==> src/rtl/scc_pkg.sv <==
// Shared types and codes for the strongly connected components engine.
package scc_pkg;

  // Input transaction commands
  typedef enum logic [1:0] {
    CMD_ADD   = 2'd0,
    CMD_SOLVE = 2'd1,
    CMD_QUERY = 2'd2,
    CMD_CLEAR = 2'd3
  } cmd_e;

  // Result status codes
  typedef enum logic [1:0] {
    ST_OK       = 2'd0,
    ST_FULL     = 2'd1,
    ST_RANGE    = 2'd2,
    ST_UNSOLVED = 2'd3
  } status_e;

  // Datapath operations issued by the controller, one per cycle
  typedef enum logic [4:0] {
    OP_IDLE,
    OP_ADD1,
    OP_ADD2,
    OP_SINIT,
    OP_ROOT,
    OP_ENTER,
    OP_ENTER2,
    OP_TOP,
    OP_EDGE,
    OP_LOWV,
    OP_FIN,
    OP_POP,
    OP_RET,
    OP_REL1,
    OP_REL2,
    OP_SDONE,
    OP_QRY1,
    OP_QRY2,
    OP_QRY3,
    OP_CLR,
    OP_DONE
  } op_e;

  // Datapath conditions reported back to the controller
  typedef struct packed {
    logic add_err;
    logic root_done;
    logic root_seen;
    logic cur_null;
    logic edge_skip;
    logic edge_new;
    logic edge_low;
    logic fin_pop;
    logic pop_last;
    logic has_parent;
    logic q_err;
    logic out_free;
  } sts_t;

endpackage

==> src/rtl/scc_ctrl.sv <==
// Controller state machine that sequences edge loads, queries, clears and the solve walk.
module scc_ctrl import scc_pkg::*; (
  input  logic       clk_i,
  input  logic       rst_ni,
  input  logic       in_valid_i,
  input  logic [1:0] cmd_i,
  input  sts_t       sts_i,
  output logic       in_stall_o,
  output logic       cfg_ready_o,
  output logic       accept_o,
  output op_e        op_o
);

  typedef enum logic [4:0] {
    S_IDLE, S_ADD1, S_ADD2, S_SINIT, S_ROOT, S_ENTER, S_ENTER2, S_TOP, S_EDGE,
    S_LOWV, S_FIN, S_POP, S_RET, S_REL1, S_REL2, S_SDONE, S_QRY1, S_QRY2,
    S_QRY3, S_CLR, S_DONE
  } state_e;

  state_e state_q, state_d;

  assign in_stall_o  = (state_q != S_IDLE);
  assign cfg_ready_o = (state_q == S_IDLE);
  assign accept_o    = in_valid_i && (state_q == S_IDLE);

  // Decode the operation for the datapath
  always_comb begin
    unique case (state_q)
      S_IDLE:   op_o = OP_IDLE;
      S_ADD1:   op_o = OP_ADD1;
      S_ADD2:   op_o = OP_ADD2;
      S_SINIT:  op_o = OP_SINIT;
      S_ROOT:   op_o = OP_ROOT;
      S_ENTER:  op_o = OP_ENTER;
      S_ENTER2: op_o = OP_ENTER2;
      S_TOP:    op_o = OP_TOP;
      S_EDGE:   op_o = OP_EDGE;
      S_LOWV:   op_o = OP_LOWV;
      S_FIN:    op_o = OP_FIN;
      S_POP:    op_o = OP_POP;
      S_RET:    op_o = OP_RET;
      S_REL1:   op_o = OP_REL1;
      S_REL2:   op_o = OP_REL2;
      S_SDONE:  op_o = OP_SDONE;
      S_QRY1:   op_o = OP_QRY1;
      S_QRY2:   op_o = OP_QRY2;
      S_QRY3:   op_o = OP_QRY3;
      S_CLR:    op_o = OP_CLR;
      S_DONE:   op_o = OP_DONE;
      default:  op_o = OP_IDLE;
    endcase
  end

  // Next state
  always_comb begin
    state_d = state_q;
    unique case (state_q)
      S_IDLE: begin
        if (accept_o) begin
          unique case (cmd_e'(cmd_i))
            CMD_ADD:   state_d = S_ADD1;
            CMD_SOLVE: state_d = S_SINIT;
            CMD_QUERY: state_d = S_QRY1;
            CMD_CLEAR: state_d = S_CLR;
            default:   state_d = S_CLR;
          endcase
        end
      end
      S_ADD1:   state_d = sts_i.add_err ? S_DONE : S_ADD2;
      S_ADD2:   state_d = S_DONE;
      S_SINIT:  state_d = S_ROOT;
      S_ROOT: begin
        priority if (sts_i.root_done) state_d = S_SDONE;
        else if (sts_i.root_seen)     state_d = S_ROOT;
        else                          state_d = S_ENTER;
      end
      S_ENTER:  state_d = S_ENTER2;
      S_ENTER2: state_d = S_TOP;
      S_TOP:    state_d = sts_i.cur_null ? S_FIN : S_EDGE;
      S_EDGE: begin
        priority if (sts_i.edge_skip) state_d = S_TOP;
        else if (sts_i.edge_new)      state_d = S_ENTER;
        else if (sts_i.edge_low)      state_d = S_LOWV;
        else                          state_d = S_TOP;
      end
      S_LOWV:   state_d = S_TOP;
      S_FIN:    state_d = sts_i.fin_pop ? S_POP : S_RET;
      S_POP:    state_d = sts_i.pop_last ? S_RET : S_POP;
      S_RET:    state_d = sts_i.has_parent ? S_REL1 : S_ROOT;
      S_REL1:   state_d = S_REL2;
      S_REL2:   state_d = S_TOP;
      S_SDONE:  state_d = S_DONE;
      S_QRY1:   state_d = sts_i.q_err ? S_DONE : S_QRY2;
      S_QRY2:   state_d = S_QRY3;
      S_QRY3:   state_d = S_DONE;
      S_CLR:    state_d = S_DONE;
      S_DONE:   state_d = sts_i.out_free ? S_IDLE : S_DONE;
      default:  state_d = S_IDLE;
    endcase
  end

  // Hold state
  always_ff @(posedge clk_i or negedge rst_ni) begin
    if (!rst_ni) begin
      state_q <= S_IDLE;
    end else begin
      state_q <= state_d;
    end
  end

endmodule

==> config.mk <==
export PLATFORM = sky130hd
export DESIGN_NAME = scc_ctrl
export DESIGN_NICKNAME = d
export VERILOG_FILES = /design/src/rtl/scc_pkg.sv /design/src/rtl/scc_ctrl.sv
export SDC_FILE = /design/constraint.sdc
export NUM_CORES = 1
export LEC_CHECK = 0
export ABC_AREA = 1
export BUFFER_PORTS_ARGS = -buffer_cell sky130_fd_sc_hd__buf_4
export CAP_MARGIN = 20
export CELL_PAD_IN_SITES_DETAIL_PLACEMENT = 2
export CELL_PAD_IN_SITES_GLOBAL_PLACEMENT = 2
export CORE_UTILIZATION = 25
export CTS_CLUSTER_SIZE = 30
export DETAILED_ROUTE_END_ITERATION = 7
export PLACE_DENSITY_LB_ADDON = 0.1
export SLEW_MARGIN = 20
export SYNTH_ARGS = -nofsm -noshare
export SYNTH_HDL_FRONTEND = slang
export SYNTH_SLANG_ARGS = --single-unit
==> constraint.sdc <==
create_clock -name clk_i -period 2.01 [get_ports clk_i]
set_input_delay 0.201 -clock clk_i [delete_from_list [all_inputs] [get_ports clk_i]]
set_output_delay 0.201 -clock clk_i [all_outputs]
set_load 0.1 [all_outputs]
After elaboration in Yosys (flattened, before gate mapping)
Memory sizes are Yosys's and may differ from the RTL's.
Index checks and enable logic that the tools add are counted.

word-level totals
  flip-flop bits (word level) = 5
  bits in read-only memories = 160
  bits of input ports = 17
  output and inout bits = 8
  logic and storage cells = 47
  memories kept = 1

cells by class
  eq/ne operators = 24
  muxes and demuxes = 15
  reductions and logical operators = 6

memory list
  memory           words  bits a word  rd ports  clocked after Yosys merged registers in  write ports  RTL line        text
  (no name shown)  32     5            1         0                                        0            scc_ctrl.sv:28  unique case (state_q)

operator list
  kind                                                              count
  5-bit case mux with 16 select lines                               1
  5-bit by 4-bit == test with 1-bit output (second input constant)  8
  5-bit == test (second input constant)                             5
  5-bit by 3-bit == test with 1-bit output (second input constant)  4
  4-bit two-way mux                                                 5
  5-bit case mux with 4 select lines                                1
  5-bit two-way mux                                                 3
  5-bit by 2-bit == test with 1-bit output (second input constant)  2
  3-bit two-way mux                                                 3
  5-bit by 1-bit == test with 1-bit output (second input constant)  1
  5-bit logical NOT                                                 1
  5-bit nonzero test                                                1
  2-bit == test (second input constant)                             2
  4-bit OR reduction                                                1
  3-bit OR reduction                                                1
  2-bit by 1-bit == test with 1-bit output (second input constant)  1
  2-bit logical NOT                                                 1
  2-bit two-way mux                                                 1
  2-bit by 1-bit != test with 1-bit output (second input constant)  1
  1-bit logical AND                                                 1
  1-bit two-way mux                                                 1

Logic depth before layout (Yosys ltp)
  word-level depth = 4
  gate-level depth with buffers = 10
  gate-level depth less buffers = 9

Worst setup path after synthesis
No wires, ideal clock.

  path type = register -> output
  from = register state_q[2]
  to = output accept_o
  arrival time = 3.335 ns
  path slack = -1.526 ns
  stages on the path, launching flop included = 7
  path buffers = 1
  cell sequence = dfrtp_1 buf_6 nor2_4 inv_2 nor2_4 inv_1 nor2_1

between the ends
  longest elaborated chain between the ends = 2

ends and longest elaborated chain
  what                    RTL line         text
  from (decl)             scc_ctrl.sv:20   state_e state_q, state_d;
  from (signal assigned)  scc_ctrl.sv:107  state_q <= state_d;
  5-bit logical NOT       n/a
  via cfg_ready_o         scc_ctrl.sv:9    output logic cfg_ready_o,
  1-bit logical AND       scc_ctrl.sv:24   assign accept_o = in_valid_i && (state_q == S_IDLE);
  to (decl)               scc_ctrl.sv:10   output logic accept_o,

The timed path passes the listed nets, and every way through them passes these cells.

Worst setup path after layout
  from = register state_q[4]
  to = output accept_o

between the ends
  longest elaborated chain between the ends = 2

ends and longest elaborated chain
  what               RTL line
  5-bit logical NOT  scc_ctrl.sv:24
  1-bit logical AND  scc_ctrl.sv:24

Every way passes these cells.

==> impl_metrics.csv <==
group,metric,value,unit
status,status,"complete, no violations",
critical_path,reg2reg_slack,520,ps
yosys,synthDistinctLibCells,22,
sta,final_hold_viol_count,0,
global_route,vias_in_the_first_global_route,860,
route,antenna_left,0,
critical_path,worst_ep_arrival_time,1660,ps
sta,whs,210,ps
die,fp-row-count,18,
critical_path,cp_num_buf_inv,3,
clocking,tritoncts,"yes",
yosys,postSynthNetCount,131,
critical_path,r2r-end,"state_q[2]",
final_layout,fin_nets,164,
place,port_buffers,24,
clocking,clk_root_buffer_cell,"clkbuf_4",
yosys,netlist_area,681,sq um
final_layout,antenna_cells_inserted,0,
global_route,pin_count_of_the_biggest_net_entering_global_routing,11,
route,routed_via_density,4.94,
sta,final-max-slew-violation-count,0,
critical_path,critPathMaxStageDelay,500,ps
yosys,synth.top_cell.area_share,0.184,
clocking,clock_tree.buffer_depth,2,
sta,tightest_slew,353,ps
global_route,first_pass_grt_wire_length,4.04,mm
sta,finalCriticalPeriod,1860,ps
die,floorplan.die.width,54.2,microns
yosys,synthXorXnorAreaFrac,0,
critical_path,maximum_net_fanout_on_the_critical_path,8,
yosys,synth_top_cells_by_area,"dfrtp_1, nand2_1, nor2_1",
clocking,tritoncts.num_buffers,3,
yosys,synth-seq-area-share,0.184,
clocking,cts_htree_levels,1,
final_layout,top_reg_by_flops,"state_q",
job,cap_viol_max_count,0,
sta,setup_violations_final,0,
place,place.detailed.hpwl,2.22,mm
sta,final.setup_skew,3.64,ps
yosys,post_synth_fa_ha_maj_area_fraction,0,
global_route,overflow,0,
clocking,clock_sinks,5,
critical_path,crit_path_end,"accept_o",
route,detail_route.drc_violations,0,
route,drt_iter0_markers,9,
critical_path,timing.critical_path.to_type,"output port",
yosys,yosysWarnings,0,
clocking,clkLatencyLatePin,260,ps
sta,achievable-frequency,539,MHz
die,pin_count,25,
critical_path,timing.setup.critical_path_class,"flop to output port",
die,die-height,54.2,microns
critical_path,crit_path_top_delay_cell,"dfrtp_1",
final_layout,largest_register_ff_count,5,
critical_path,critPathLaunchType,"flop",
final_layout,reg.largest.list,"state_q: 5 flops",
yosys,yosysTopAreaCell,"dfrtp_1",
global_route,antenna_violations_before_repair,0,
yosys,synth_cells,114,
critical_path,regToRegStartpoint,"state_q[4]",
place,gp_congestion,0.791,
route,number_of_iterations_in_the_first_detailed_routing_pass,4,
yosys,synth.ff_latch_count,5,
worst_hold_path,hold_path_class,"primary input to flop",
critical_path,worstRegToRegCells,7,
route,routed_wl,2.72,mm
yosys,synth_top_family_by_area,"simple AND/OR/NAND/NOR gates",
sta,timing.max_slew.rel_slack,0.765,
route,vias,870,
sta,rsz0062_at_grt,"false",
die,core_area,0.00252,sq mm
critical_path,timing.critical_path.mode_cell,"nor2_4",
critical_path,critical_path_cell_count,6,
critical_path,critical_path.startpoint,"state_q[4]",
yosys,synth_simple_gate_area_share,0.623,
clocking,cts_resized,0,
die,initial_utilization,0.270,
critical_path,critPathRequiredTime,1810,ps
clocking,cts.clk_slew.worst_paths,50,ps
final_layout,final_layout_size_suffix_gt1_frac,0.363,
global_route,globalRouteTotalUtil,0.199,
sta,final.period_utilization,0.923,
critical_path,path_cells,"inv_4 -> nand2_4 -> nor2_4 -> inv_1 -> nor2_4 -> buf_4",
route,post_drt_wl_per_cell,15.4,microns
critical_path,critical_path_s_top_delay_family,"buffers and inverters",
yosys,fraction_of_the_mapped_netlist_area_in_compound_gates,0.0662,
yosys,mean_post_synth_cell_area,5.97,sq um
final_layout,area_overhead_of_the_layout_relative_to_synthesis,43.6,%
die,floorplan.die_area,0.00294,sq mm
yosys,synth.area.mux_share,0,
[worst reg2reg max path, cell delays in order, from the launching register on]
cell and delay, ps:
dfrtp_1 500, inv_4 180, nand2_2 110, nor2_8 170, nand2_1 70, o211ai_1 250, nor2_1 80, nand2_1 60
[metrics by stage]
stage                      util  TNS [ps]  setup slack, ps  instance area [sq um]  cells
final                     0.387         0              154                    977    176
after floorplan               -     -2170             -774                    702    114
after detailed placement  0.361         0              319                    911    167
after global placement    0.361         0              395                    911    167
after CTS                 0.375         0             37.9                    947    172
after global routing      0.387         0             74.1                    977    176
[repair_timing]
item                       4_1_cts  5_1_grt
hold endpoints to repair         5        0
setup buffers                    0        4
hold buffers                     1        0
setup endpoints to repair        0        1
[synthesized netlist by cell type, drive strengths merged]
library cell  instances
nor2                 27
nand3                15
nand4                 9
buf                   2
inv                  18
o21ai                 2
a211oi                1
o211ai                2
dfrtp                 5
o21bai                1
nand2                30
a21oi                 1
nand3b                1
[how the worst min path moves through the flow]
stage,from,cells after the start,to
finish,in_valid_i,3,state_q[1]
global route,in_valid_i,3,state_q[4]
CTS,in_valid_i,3,state_q[1]
detailed placement,rst_ni,1,state_q[2]
global placement,rst_ni,1,state_q[4]
floorplan,rst_ni,0,state_q[0]
[placed cells by master, fill, tap and decap left out, drive strengths merged]
cell / count
dfrtp: 5
nand4: 9
buf: 29
nor2: 27
nand2: 30
inv: 18
a211oi: 1
dlygate4sd3: 1
clkbuf: 4
nand3: 15
nand3b: 1
a21oi: 1
o21ai: 2
o211ai: 2
o21bai: 1
[cell type report]
class / instances / area, sq um
inverters: 18 / 70.1
flip-flops and latches: 5 / 125
multi-input cells: 89 / 490
clock buffers: 4 / 26.3
fillers: 331 / 1550
well taps: 30 / 37.5
repair buffers: 30 / 228
[layer usage]
metal | up-vias | part of all wire | GRT usage
li1 | 431 | - | -
met1 | 420 | 0.44 | 0.237
met2 | 17 | 0.53 | 0.368
met3 | 2 | 0.019 | 0.0169
met4 | 0 | 0.0077 | 0.0641
met5 | - | 0 | 0
[cell families after synthesis]
| family | after synthesis |
|---|---|
| flops | 5 |
| simple gates | 82 |
| compound gates | 7 |
| buf+inv | 20 |
Power is not shown: default switching activity piles up to over one toggle a cycle in this logic, so the estimate is an artifact.
